## src/hdl/ifhg_pkg.sv

```systemverilog
// ----------------------------------------------------------------------------
// IPv4 fragment header generator package
// Word types, header constants and register codes.
// ----------------------------------------------------------------------------
package ifhg_pkg;

  localparam int HDR_BYTES    = 20;
  localparam int MAX_RESULTS  = 45;
  localparam int FRAG_CNT_W   = $clog2(MAX_RESULTS);
  // Nine 16-bit words summed before folding stay below 2^20.
  localparam int ACC_W        = 20;

  // Version 4, header length 5 words, TOS 0.
  localparam logic [15:0] VER_IHL_TOS = 16'h4500;

  localparam int CFG_IDX_W = 2;
  localparam logic [CFG_IDX_W-1:0] CFG_SOURCE_ADDRESS = 2'd0;
  localparam logic [CFG_IDX_W-1:0] CFG_TIME_TO_LIVE   = 2'd1;

  localparam logic [7:0] TTL_RESET = 8'd64;

  typedef struct packed {
    logic [15:0] payload_length;
    logic [31:0] dest_address;
    logic [7:0]  proto_number;
  } in_word_t;

  typedef struct packed {
    logic [15:0] payload_start;
    logic [10:0] fragment_payload_length;
    logic [10:0] total_length;
    logic [15:0] packet_id;
    logic [12:0] offset_units;
    logic        more_fragments;
    logic [15:0] header_checksum;
    logic        last_fragment;
  } out_word_t;

endpackage

```

## src/hdl/ipv4_fragment_header_generator.sv

```systemverilog
// ----------------------------------------------------------------------------
// IPv4 fragment header generator
// Splits one send request into MTU-sized fragments and emits one header
// description word per fragment, including the IPv4 header checksum.
// ----------------------------------------------------------------------------
//
//  Channel | Direction | Handshake          | Word
//  --------+-----------+--------------------+---------------------------------
//  in_     | input     | in_valid/in_stall  | in_word_t  (send request)
//  out_    | output    | out_valid/out_stall| out_word_t (one per fragment)
//  cfg_    | input     | cfg_valid/cfg_ready| cfg_index + cfg_data
//
//  Sequence: accept, then the BASE phase sums the six fixed header words,
//  then each fragment runs total-length add, flags add, two folds and emit;
//  emit holds while out_stall is high. All sums go through one 20-bit adder.
//  Reset is synchronous: it clears the sequencer, the packet id counter and
//  the configuration registers (source 0, TTL 64).
//  in_stall is high from accept until the last fragment word is taken.
//  cfg_ready is always high; writes take effect on the next cycle.
//
module ipv4_fragment_header_generator import ifhg_pkg::*; #(
  parameter int MTU_BYTES = 1500
) (
  input  logic                 clk,
  input  logic                 rst_n,
  // request channel
  input  logic                 in_valid,
  output logic                 in_stall,
  input  in_word_t             in_word,
  // fragment channel
  output logic                 out_valid,
  input  logic                 out_stall,
  output out_word_t            out_word,
  // configuration channel
  input  logic                 cfg_valid,
  output logic                 cfg_ready,
  input  logic [CFG_IDX_W-1:0] cfg_index,
  input  logic [31:0]          cfg_data
);

  // Payload per non-final fragment: MTU minus header, rounded down to 8 bytes.
  localparam int FRAG_UNIT_RAW = ((MTU_BYTES - HDR_BYTES) / 8) * 8;
  localparam int FRAG_UNIT     = (FRAG_UNIT_RAW < 8) ? 8 : FRAG_UNIT_RAW;
  localparam int UNIT_W        = $clog2(FRAG_UNIT + 1);

  // Base-sum steps: word added in each cycle of the BASE phase.
  localparam logic [2:0] STEP_ID        = 3'd1;
  localparam logic [2:0] STEP_TTL_PROTO = 3'd2;
  localparam logic [2:0] STEP_SRC_HI    = 3'd3;
  localparam logic [2:0] STEP_SRC_LO    = 3'd4;
  localparam logic [2:0] STEP_DST_HI    = 3'd5;
  localparam logic [2:0] STEP_DST_LO    = 3'd6;

  typedef enum logic [6:0] {
    ST_IDLE  = 7'b0000001,
    ST_BASE  = 7'b0000010,
    ST_TOT   = 7'b0000100,
    ST_FF    = 7'b0001000,
    ST_FOLD1 = 7'b0010000,
    ST_FOLD2 = 7'b0100000,
    ST_EMIT  = 7'b1000000
  } state_t;

  // control state
  state_t                state_r, state_nxt;
  logic [2:0]            step_r, step_nxt;
  logic [FRAG_CNT_W-1:0] frag_cnt_r, frag_cnt_nxt;
  logic [15:0]           id_cnt_r, id_cnt_nxt;
  logic [31:0]           src_addr_r, src_addr_nxt;
  logic [7:0]            ttl_r, ttl_nxt;

  // datapath state
  logic [ACC_W-1:0]      acc_r, acc_nxt;
  logic [ACC_W-1:0]      base_r, base_nxt;
  logic [15:0]           rem_r, rem_nxt;
  logic [15:0]           start_r, start_nxt;
  logic [15:0]           id_r, id_nxt;
  logic [31:0]           dest_r, dest_nxt;
  logic [7:0]            proto_r, proto_nxt;

  // shared adder and per-fragment values
  logic [ACC_W-1:0]      add_a_w, add_b_w, sum_w;
  logic [15:0]           base_word_w;
  logic [UNIT_W-1:0]     flen_w;
  logic [15:0]           total_w;
  logic                  mf_w;
  logic                  last_w;
  logic [15:0]           flags_frag_w;

  logic                  in_acc_w, out_acc_w, cfg_acc_w;

  assign in_acc_w  = in_valid && !in_stall;
  assign out_acc_w = out_valid && !out_stall;
  assign cfg_acc_w = cfg_valid && cfg_ready;

  assign in_stall  = (state_r != ST_IDLE);
  assign out_valid = (state_r == ST_EMIT);
  assign cfg_ready = 1'b1;

  // Fragment length: full unit while more than a unit remains, else the rest.
  // More bytes follow exactly when the remainder exceeds one unit.
  assign mf_w         = (rem_r > 16'(FRAG_UNIT));
  assign flen_w       = mf_w ? UNIT_W'(FRAG_UNIT) : rem_r[UNIT_W-1:0];
  assign total_w      = 16'(HDR_BYTES) + 16'(flen_w);
  assign last_w       = !mf_w || (frag_cnt_r == FRAG_CNT_W'(MAX_RESULTS - 1));
  assign flags_frag_w = {2'b00, mf_w, start_r[15:3]};

  // Fixed header word added in each BASE step.
  always_comb begin
    case (step_r)
      STEP_ID:        base_word_w = id_r;
      STEP_TTL_PROTO: base_word_w = {ttl_r, proto_r};
      STEP_SRC_HI:    base_word_w = src_addr_r[31:16];
      STEP_SRC_LO:    base_word_w = src_addr_r[15:0];
      STEP_DST_HI:    base_word_w = dest_r[31:16];
      STEP_DST_LO:    base_word_w = dest_r[15:0];
      default:        base_word_w = '0;
    endcase
  end

  // Operand select for the one shared adder.
  always_comb begin
    case (state_r)
      ST_BASE: begin
        add_a_w = acc_r;
        add_b_w = ACC_W'(base_word_w);
      end
      ST_TOT: begin
        add_a_w = base_r;
        add_b_w = ACC_W'(total_w);
      end
      ST_FF: begin
        add_a_w = acc_r;
        add_b_w = ACC_W'(flags_frag_w);
      end
      ST_FOLD1, ST_FOLD2: begin
        // end-around carry: low 16 bits plus the carries above them
        add_a_w = ACC_W'(acc_r[15:0]);
        add_b_w = ACC_W'(acc_r[ACC_W-1:16]);
      end
      default: begin
        add_a_w = '0;
        add_b_w = '0;
      end
    endcase
  end

  assign sum_w = add_a_w + add_b_w;

  // Sequencer
  always_comb begin
    state_nxt    = state_r;
    step_nxt     = step_r;
    frag_cnt_nxt = frag_cnt_r;
    id_cnt_nxt   = id_cnt_r;
    src_addr_nxt = src_addr_r;
    ttl_nxt      = ttl_r;
    acc_nxt      = acc_r;
    base_nxt     = base_r;
    rem_nxt      = rem_r;
    start_nxt    = start_r;
    id_nxt       = id_r;
    dest_nxt     = dest_r;
    proto_nxt    = proto_r;

    if (cfg_acc_w) begin
      case (cfg_index)
        CFG_SOURCE_ADDRESS: src_addr_nxt = cfg_data;
        CFG_TIME_TO_LIVE:   ttl_nxt      = cfg_data[7:0];
        default:            ;
      endcase
    end

    case (state_r)
      ST_IDLE: begin
        if (in_acc_w) begin
          // latch the request and take the next packet id
          rem_nxt      = in_word.payload_length;
          dest_nxt     = in_word.dest_address;
          proto_nxt    = in_word.proto_number;
          id_nxt       = id_cnt_r;
          id_cnt_nxt   = id_cnt_r + 16'd1;
          start_nxt    = '0;
          frag_cnt_nxt = '0;
          acc_nxt      = ACC_W'(VER_IHL_TOS);
          step_nxt     = STEP_ID;
          state_nxt    = ST_BASE;
        end
      end
      ST_BASE: begin
        acc_nxt  = sum_w;
        step_nxt = step_r + 3'd1;
        if (step_r == STEP_DST_LO) begin
          base_nxt  = sum_w;
          state_nxt = ST_TOT;
        end
      end
      ST_TOT: begin
        acc_nxt   = sum_w;
        state_nxt = ST_FF;
      end
      ST_FF: begin
        acc_nxt   = sum_w;
        state_nxt = ST_FOLD1;
      end
      ST_FOLD1: begin
        acc_nxt   = sum_w;
        state_nxt = ST_FOLD2;
      end
      ST_FOLD2: begin
        acc_nxt   = sum_w;
        state_nxt = ST_EMIT;
      end
      ST_EMIT: begin
        // hold the word until taken, then advance or finish
        if (out_acc_w) begin
          if (last_w) begin
            state_nxt = ST_IDLE;
          end else begin
            rem_nxt      = rem_r - 16'(flen_w);
            start_nxt    = start_r + 16'(flen_w);
            frag_cnt_nxt = frag_cnt_r + FRAG_CNT_W'(1);
            state_nxt    = ST_TOT;
          end
        end
      end
      default: begin
        state_nxt = ST_IDLE;
      end
    endcase
  end

  always_ff @(posedge clk) begin
    if (!rst_n) begin
      state_r    <= ST_IDLE;
      step_r     <= '0;
      frag_cnt_r <= '0;
      id_cnt_r   <= '0;
      src_addr_r <= '0;
      ttl_r      <= TTL_RESET;
    end else begin
      state_r    <= state_nxt;
      step_r     <= step_nxt;
      frag_cnt_r <= frag_cnt_nxt;
      id_cnt_r   <= id_cnt_nxt;
      src_addr_r <= src_addr_nxt;
      ttl_r      <= ttl_nxt;
    end
  end

  always_ff @(posedge clk) begin
    acc_r   <= acc_nxt;
    base_r  <= base_nxt;
    rem_r   <= rem_nxt;
    start_r <= start_nxt;
    id_r    <= id_nxt;
    dest_r  <= dest_nxt;
    proto_r <= proto_nxt;
  end

  // Result word; after the second fold the sum fits 16 bits.
  assign out_word.payload_start           = start_r;
  assign out_word.fragment_payload_length = 11'(flen_w);
  assign out_word.total_length            = total_w[10:0];
  assign out_word.packet_id               = id_r;
  assign out_word.offset_units            = start_r[15:3];
  assign out_word.more_fragments          = mf_w;
  assign out_word.header_checksum         = ~acc_r[15:0];
  assign out_word.last_fragment           = last_w;

endmodule

```

## config.mk

```make
export PLATFORM = sky130hd
export DESIGN_NAME = ipv4_fragment_header_generator
export DESIGN_NICKNAME = d
export VERILOG_FILES = /design/src/hdl/ifhg_pkg.sv /design/src/hdl/ipv4_fragment_header_generator.sv
export SDC_FILE = /design/constraint.sdc
export NUM_CORES = 1
export LEC_CHECK = 0
export BUFFER_PORTS_ARGS = -buffer_cell sky130_fd_sc_hd__clkbuf_2
export CAP_MARGIN = 20
export CELL_PAD_IN_SITES_DETAIL_PLACEMENT = 0
export CELL_PAD_IN_SITES_GLOBAL_PLACEMENT = 2
export CORE_AREA = 4 4 150 224
export CTS_BUF_LIST = sky130_fd_sc_hd__clkbuf_8
export DETAILED_ROUTE_END_ITERATION = 16
export DIE_AREA = 0 0 154 228
export PLACE_DENSITY_LB_ADDON = 0.2
export SYNTH_ARGS = -nofsm -noshare
export SYNTH_HDL_FRONTEND = slang
export SYNTH_SLANG_ARGS = --single-unit
```

## constraint.sdc

```tcl
create_clock -name clk -period 5 [get_ports clk]
set_input_delay 0.5 -clock clk [delete_from_list [all_inputs] [get_ports clk]]
set_output_delay 0.5 -clock clk [all_outputs]
set_load 0.05 [all_outputs]
```

==> impl_results.md, run 1 <==
- Multiplexer share of the synthesized area: 0.03706
- Clock share of power: 0.282
- Worst Setup EP: acc_r[17]
- Die Height: 228 um
- XOR/XNOR Fraction of Synth Area: 0.05024
- Number of clock sinks: 200
- Min-Delay Path Class: in2reg
- Clk_lat worst skew: 0.50 ns
- # IOs: 183
- Yosys Warn Count: 0
- CP Launch Point: rem_r[4]
- Initial drt markers: 487
- Post-synth EDFFs: 128
- Main combinational cell family by area after synthesis: compound AO/OA/AOI/OAI gates
- Global Route Usage Sum: 0.1775
- Status: finished, final reports clean
- Leakage: 4.842 nW
- FF/Latch Area: 5285 um2
- Sw Share: 0.3255
- Worst EP required: 5.25 ns
- Maximum VDD drop: 188.6 uV
- GR Overflow Total: 0
- Detail Placement HPWL: 24120 um
- Final setup vio count: 0
- Average wire per cell in the routed design: 19.73 um
- Port Buf Inserts: 181
- Startpoint type of the worst setup path: register
- Combinational share of power: 0.176
- Int Power: 2.431 mW
- Layout area overhead: 16.37%
- Post-route cell area: 12370 um2
- Die Span X: 154 um
- Largest net degree at the start of global routing: 64
- Max clock buf depth: 2
- Dpl cell area: 11990 um2
- Initial Util: 0.3351
- Final hold vios: 0
- 1st-pass router iterations: 5
- Register share of total power: 0.542
- Seq/Total Area, Yosys: 0.4970
- Asr flop ratio synth: 0
- Post-Synthesis Cells: 1024
- Max-cap violation count: 0
- Most frequent cells in the layout: clkbuf_2, nand2_1, edfxtp_1
- Antenna-violating nets left: 0
- Post-route DRC: 0
- CP Max Fanout: 8
- Final Slew Violations: 0
- Mapped cell area: 10630 um2
- Die Area: 35110 um2
- Multi-input logic area: 4932 um2
- Post-Synth Adder-Cell Area: 0.04612
- RSZ-0062 raised after global routing: no
- DR vias: 8268
- Power Dens Cells: 291.3 nW/um2
- Worst rel slew slack: 0.4886
- Mean Syn Cell Area: 10.38 um2
- Highest Clock Rate: 214.9 MHz
- Post-CTS Setup Repair Bufs: 0
- Leading cell type in the layout, fill and taps excluded: clkbuf_2
- Root buffer cell: clkbuf_8
- Simple logic cell fraction of the synthesized area: 0.1454
- Tmin final: 4.652 ns
- First-pass GRT wire length: 48370 um
- Via density: 5.142
- CTS tree: done
- TritonCTS buffer count: 17
- Final net count: 1317
- Reg2Reg Launch Point: rem_r[4]
- Total negative slack: 0 ns
- Max H-tree Level: 4
- Setup Skew: 0.01675 ns
- Core Region: 31730 um2
- Synth Area in Compound Gates: 0.1766
- Crit Path Class: reg2reg
- Post-synth top flop: edfxtp_1
- Reg2reg end: acc_r[17]
- Reg2reg setup slack: 0.35 ns
- Clock slew at reported path FFs: 0.11 ns
- Drt total wl: 31720 um
- Share of cells above drive strength 1: 0.2531
- Vias in the first global route: 8456
- Synth unique cells: 76
- Crit end category: register
- Final period utilization: 0.9305
- FF-to-FF path depth: 18
- Std-Cell Rows: 80
- Worst Tran Pin Value: 0.7671 ns
- WP data arrival: 4.91 ns
- GP Congestion: 0.8521
- Switching Power: 1.173 mW
- Fill cells: 3257
- Synth Register Bits: 200
- WHS: 0.1629 ns
- Initial antenna violation count: 1
-- stage by stage --
stage               setup slack, ns  total power [mW]  cells  utilization
floorplan                  0.009873             2.420   1025            -
finish                       0.3476             3.605   1608       0.3900
CTS                          0.1823             3.655   1607       0.3894
detailed placement           0.2268             2.636   1575       0.3778
global route                0.04761             3.762   1608       0.3900
global placement             0.3046             2.635   1575       0.3778
-- kinds of logic after synthesis --
kind of cell    Yosys count
compound gates          258
xor+xnor                 61
fa+ha+maj                38
buf+inv                 110
flops                   200
mux                      36
other cells               1
simple gates            320
-- critical path: stages, from the launching register on --
cell	delay, ns
edfxtp_1	0.52
or3_1	0.49
a31o_2	0.31
a21oi_4	0.15
nand2_4	0.07
clkinvlp_4	0.10
ha_2	0.22
o2111ai_1	0.12
xor2_1	0.19
nand2_2	0.10
a221o_1	0.34
ha_1	0.37
a21oi_1	0.15
o21ai_0	0.12
or3_1	0.33
o22ai_2	0.26
o31a_1	0.27
nor2_1	0.11
xnor2_1	0.16
-- registers in the layout, indices dropped and copies added (netlist names), 8 cells and up --
name and flops:
base_r 20, id_r 16, ttl_r 8, rem_r 16, src_addr_r 32, acc_r 20
dest_r 32, start_r 16, id_cnt_r 16, proto_r 8
-- synthesized netlist by cell type, drive strengths merged (10+ instances only) --
library cell | count | area (um2)
dfxtp | 72 | 1441
clkbuf | 33 | 123.9
nand3 | 18 | 102.6
xnor2 | 39 | 341.6
o21ai | 41 | 205.2
inv | 40 | 150.1
a21o | 10 | 75.07
ha | 36 | 450.4
or3 | 10 | 62.56
mux2 | 27 | 304.0
xor2 | 22 | 192.7
a22o | 18 | 157.7
nor2b | 15 | 93.84
nand2 | 140 | 525.5
buf | 36 | 224.0
nor2 | 60 | 232.7
a21boi | 51 | 382.9
edfxtp | 128 | 3844
nand4 | 14 | 93.84
and2 | 18 | 112.6
a222oi | 14 | 140.1
a21oi | 47 | 246.5
-- what timing repair did --
| item | 4_1_cts | 5_1_grt |
|---|---|---|
| setup endpoints to repair | 0 | 6 |
| hold buffers | 0 | 0 |
| hold endpoints to repair | 0 | 0 |
| resized for setup | 0 | 4 |
-- layout make-up --
| cell class | count | area share |
|---|---|---|
| well taps | 410 | 0.04146 |
| inverters | 41 | 0.01274 |
| multi-input cells | 715 | 0.3986 |
| diodes | 1 | 0.0002022 |
| clock inverters | 15 | 0.01082 |
| flip-flops and latches | 200 | 0.4271 |
| clock buffers | 17 | 0.01891 |
| repair buffers | 209 | 0.09019 |
-- worst min path at each step --
stage | start | to | depth (start not counted)
after global placement | src_addr_r[7] | src_addr_r[7] | 2
final | in_word[14] | dest_r[6] | 1
after floorplan | id_cnt_r[15] | id_r[15] | 0
after global routing | in_word[34] | dest_r[26] | 1
after detailed placement | src_addr_r[1] | src_addr_r[1] | 2
after CTS | in_word[29] | dest_r[21] | 1
-- power groups by stage --
stage                     sequential [mW]  combinational, mW  clock [mW]
after floorplan                      2.04              0.381           0
final                                1.95              0.633        1.02
after global routing                 1.97              0.684        1.11
after global placement               1.99              0.642           0
after CTS                            1.96              0.643        1.06
after detailed placement             2.00              0.641           0
-- routing by layer --
layer  routed length [um]  vias up  track usage
met1                12730     4001       0.2061
li1                     -     4029            -
met4                  632        0      0.05606
met5                    0        -            0
met3                 1393       29      0.03432
met2                16960      209       0.3256
Power figures use the tool's default switching activity.
==> run 2: changes to the inputs <==
- CORE_AREA: 4 4 150 224 -> 4 4 144 215
- DIE_AREA: 0 0 154 228 -> 0 0 148 219
- TNS_END_PERCENT: not set -> 30
- clock period: 5 -> 4.85 ns (I/O delays scaled with it)
==> run 2 against run 1 <==
Critical path type unchanged. Worst setup slack improved by 0.078 ns. Clock power increased by 13%. First-iteration DRC count increased by 23%. Highest routed layer unchanged. Power increased by 6.0%. Register-to-register slack improved by 0.08 ns. Critical endpoint is now acc_r[19]. Non-clock buffer count increased by 3.
==> impl_results.md, run 2 (synthesis gave the netlist of run 1 again) <==
- Std-Cell Rows: 77 (-3.8%)
- Post-CTS Setup Repair Bufs: 0 (unchanged)
- TritonCTS buffer count: 17 (unchanged)
- Average wire per cell in the routed design: 19.47 um (-1.3%)
- Die Area: 32410 um2 (-7.7%)
- GP Congestion: 0.8666 (+1.7%)
- Core Region: 29290 um2 (-7.7%)
- Start point of the worst hold path: in_word[29]
- Leading cell type in the layout, fill and taps excluded: clkbuf_2
- WHS: 0.1353 ns (-0.02755 ns)
- # IOs: 183 (unchanged)
- Detail Placement HPWL: 23820 um (-1.2%)
- Clk_lat worst skew: 0.51 ns (about the same)
- First-pass GRT wire length: 47780 um (-1.2%)
- Max-cap violation count: 0 (unchanged)
- Tmin final: 4.424 ns (-0.2283 ns)
- Final Power: 3.820 mW (+6.0%)
- Share of cells above drive strength 1: 0.2567 (+0.003534)
- Final Slew Violations: 0 (unchanged)
- Layout area overhead: 17.23%
- RSZ-0062 raised after global routing: no
- Final hold vios: 0 (unchanged)
- Cts repair resizes: 0 (unchanged)
- Port Buf Inserts: 181 (unchanged)
- Total negative slack: 0 ns (unchanged)
- Antenna-violating nets left: 0 (unchanged)
- WP data arrival: 4.68 ns (-0.23 ns)
- Largest net degree at the start of global routing: 64 (unchanged)
- GR Overflow Total: 0 (unchanged)
- Post-CTS Hold Fix Bufs: 0 (unchanged)
- Vias in the first global route: 8302 (-1.8%)
- Number of clock sinks: 200 (unchanged)
- Leakage: 4.866 nW (+0.48%)
- Clock slew at reported path FFs: 0.12 ns (about the same)
- Die Span X: 148 um (-3.9%)
- Crit end category: register
- Worst rel slew slack: 0.5045 (+0.01591)
- DR vias: 8280 (+0.15%)
- Final period utilization: 0.9122 (-0.01829)
- Final setup vio count: 0 (unchanged)
- Post-route DRC: 0 (unchanged)
- WHS Endpoint: dest_r[21]
- Worst EP required: 5.11 ns (-0.14 ns)
- Hold path depth: 1 (unchanged)
- Initial Util: 0.3631 (+0.02795)
- Min-Delay Path Class: in2reg
- Max clock buf depth: 2 (unchanged)
- Max H-tree Level: 4 (unchanged)
- Via density: 5.191 (+0.96%)
- Final net count: 1320 (+0.23%)
- Status: finished, final reports clean
- Reg2Reg Launch Point: rem_r[9]
- Worst Tran Pin Value: 0.7432 ns (-0.02386 ns)
- Root buffer cell: clkbuf_8
- Reg2reg end: acc_r[19]
- CP Max Fanout: 6 (-2)
- Startpoint type of the worst setup path: register
- Maximum VDD drop: 264.8 uV (+40%)
- Most frequent cells in the layout: clkbuf_2, nand2_1, edfxtp_1
- Die Height: 219 um (-3.9%)
- Crit Path Class: reg2reg
- Reg2reg setup slack: 0.43 ns (+0.08 ns)
- Core Util, Final: 0.4256 (+0.03564)
- Regs by FF count: dest_r: 32 flops, src_addr_r: 32 flops
- N_diodes: 0 (-1)
- FF-to-FF path depth: 18 (unchanged)
- Power Dens Cells: 306.4 nW/um2 (+5.2%)
- Highest Clock Rate: 226.0 MHz (+5.2%)
- Initial drt markers: 598 (+23%)
- 1st-pass router iterations: 5 (unchanged)
- Drt total wl: 31050 um (-2.1%)
- Setup Skew: 0.01796 ns (+0.001207 ns)
- CTS tree: done
- Global Route Usage Sum: 0.1923 (+0.01478)
- Initial antenna violation count: 0 (-1)
[run 2: changes by cell type in the layout (fill, tap and decap cells not counted), moves of 2 or more]
cell | previous run | this run
buf_4 | 28 | 31
bufinv_16 | 0 | 2
ha_1 | 35 | 33
ha_4 | 0 | 3
[run 2: worst max-delay path, cell delays in order, from the launching register on]
cell and delay, ns:
edfxtp_1 0.49, nor4b_4 0.46, nand4_1 0.21, a21oi_4 0.28, nand2_8 0.07, clkinvlp_4 0.12, ha_4 0.16, o2111ai_1 0.12
xor2_1 0.18, nand2_2 0.08, a221o_1 0.37, ha_4 0.33, nand2_1 0.05, o21ai_0 0.22, or3_1 0.16, o22ai_2 0.11
o31a_1 0.33, nor4_4 0.35, xnor2_1 0.10
[run 2: stage by stage]
step	std cells	area, um2	worst slack, ns
2_1_floorplan	1025	10760	0.03355
3_3_place_gp	1563	12050	0.4728
3_5_place_dp	1563	12050	0.4162
4_1_cts	1595	12470	0.4066
5_1_grt	1595	12470	0.1014
6_report	1595	12470	0.4258
[run 2: worst max path at each step]
stage,start,endpoint,cells past startpoint
6_report,rem_r[9],acc_r[19],18
5_1_grt,step_r[0],base_r[18],15
4_1_cts,rem_r[9],base_r[17],18
3_5_place_dp,rem_r[9],base_r[17],18
3_3_place_gp,step_r[0],acc_r[14],15
2_1_floorplan,rem_r[5],acc_r[14],20
[run 2: layout make-up]
type                       count  area (um2)
tap                          395       494.2
clock inverter                15       182.7
clock buffer                  17       234.0
sequential                   200        5285
multi-input combinational    715        4974
timing repair buffer         212        1139
inverter                      41       157.7
fill                        2936       16820
[run 2: power by group]
part	switching (mW)	internal (mW)	leakage, nW	total, mW
combinational	0.455	0.202	2.85	0.657
sequential	0.0816	1.93	1.79	2.01
clock	0.667	0.482	0.218	1.15
[run 2: per-layer routing]
layer | share of wire | track usage | vias to the layer above
met2 | 0.54 | 0.3586 | 193
met4 | 0.017 | 0.05639 | 0
met5 | 0 | 0 | -
met3 | 0.041 | 0.03099 | 27
met1 | 0.40 | 0.2257 | 4026
li1 | - | - | 4034
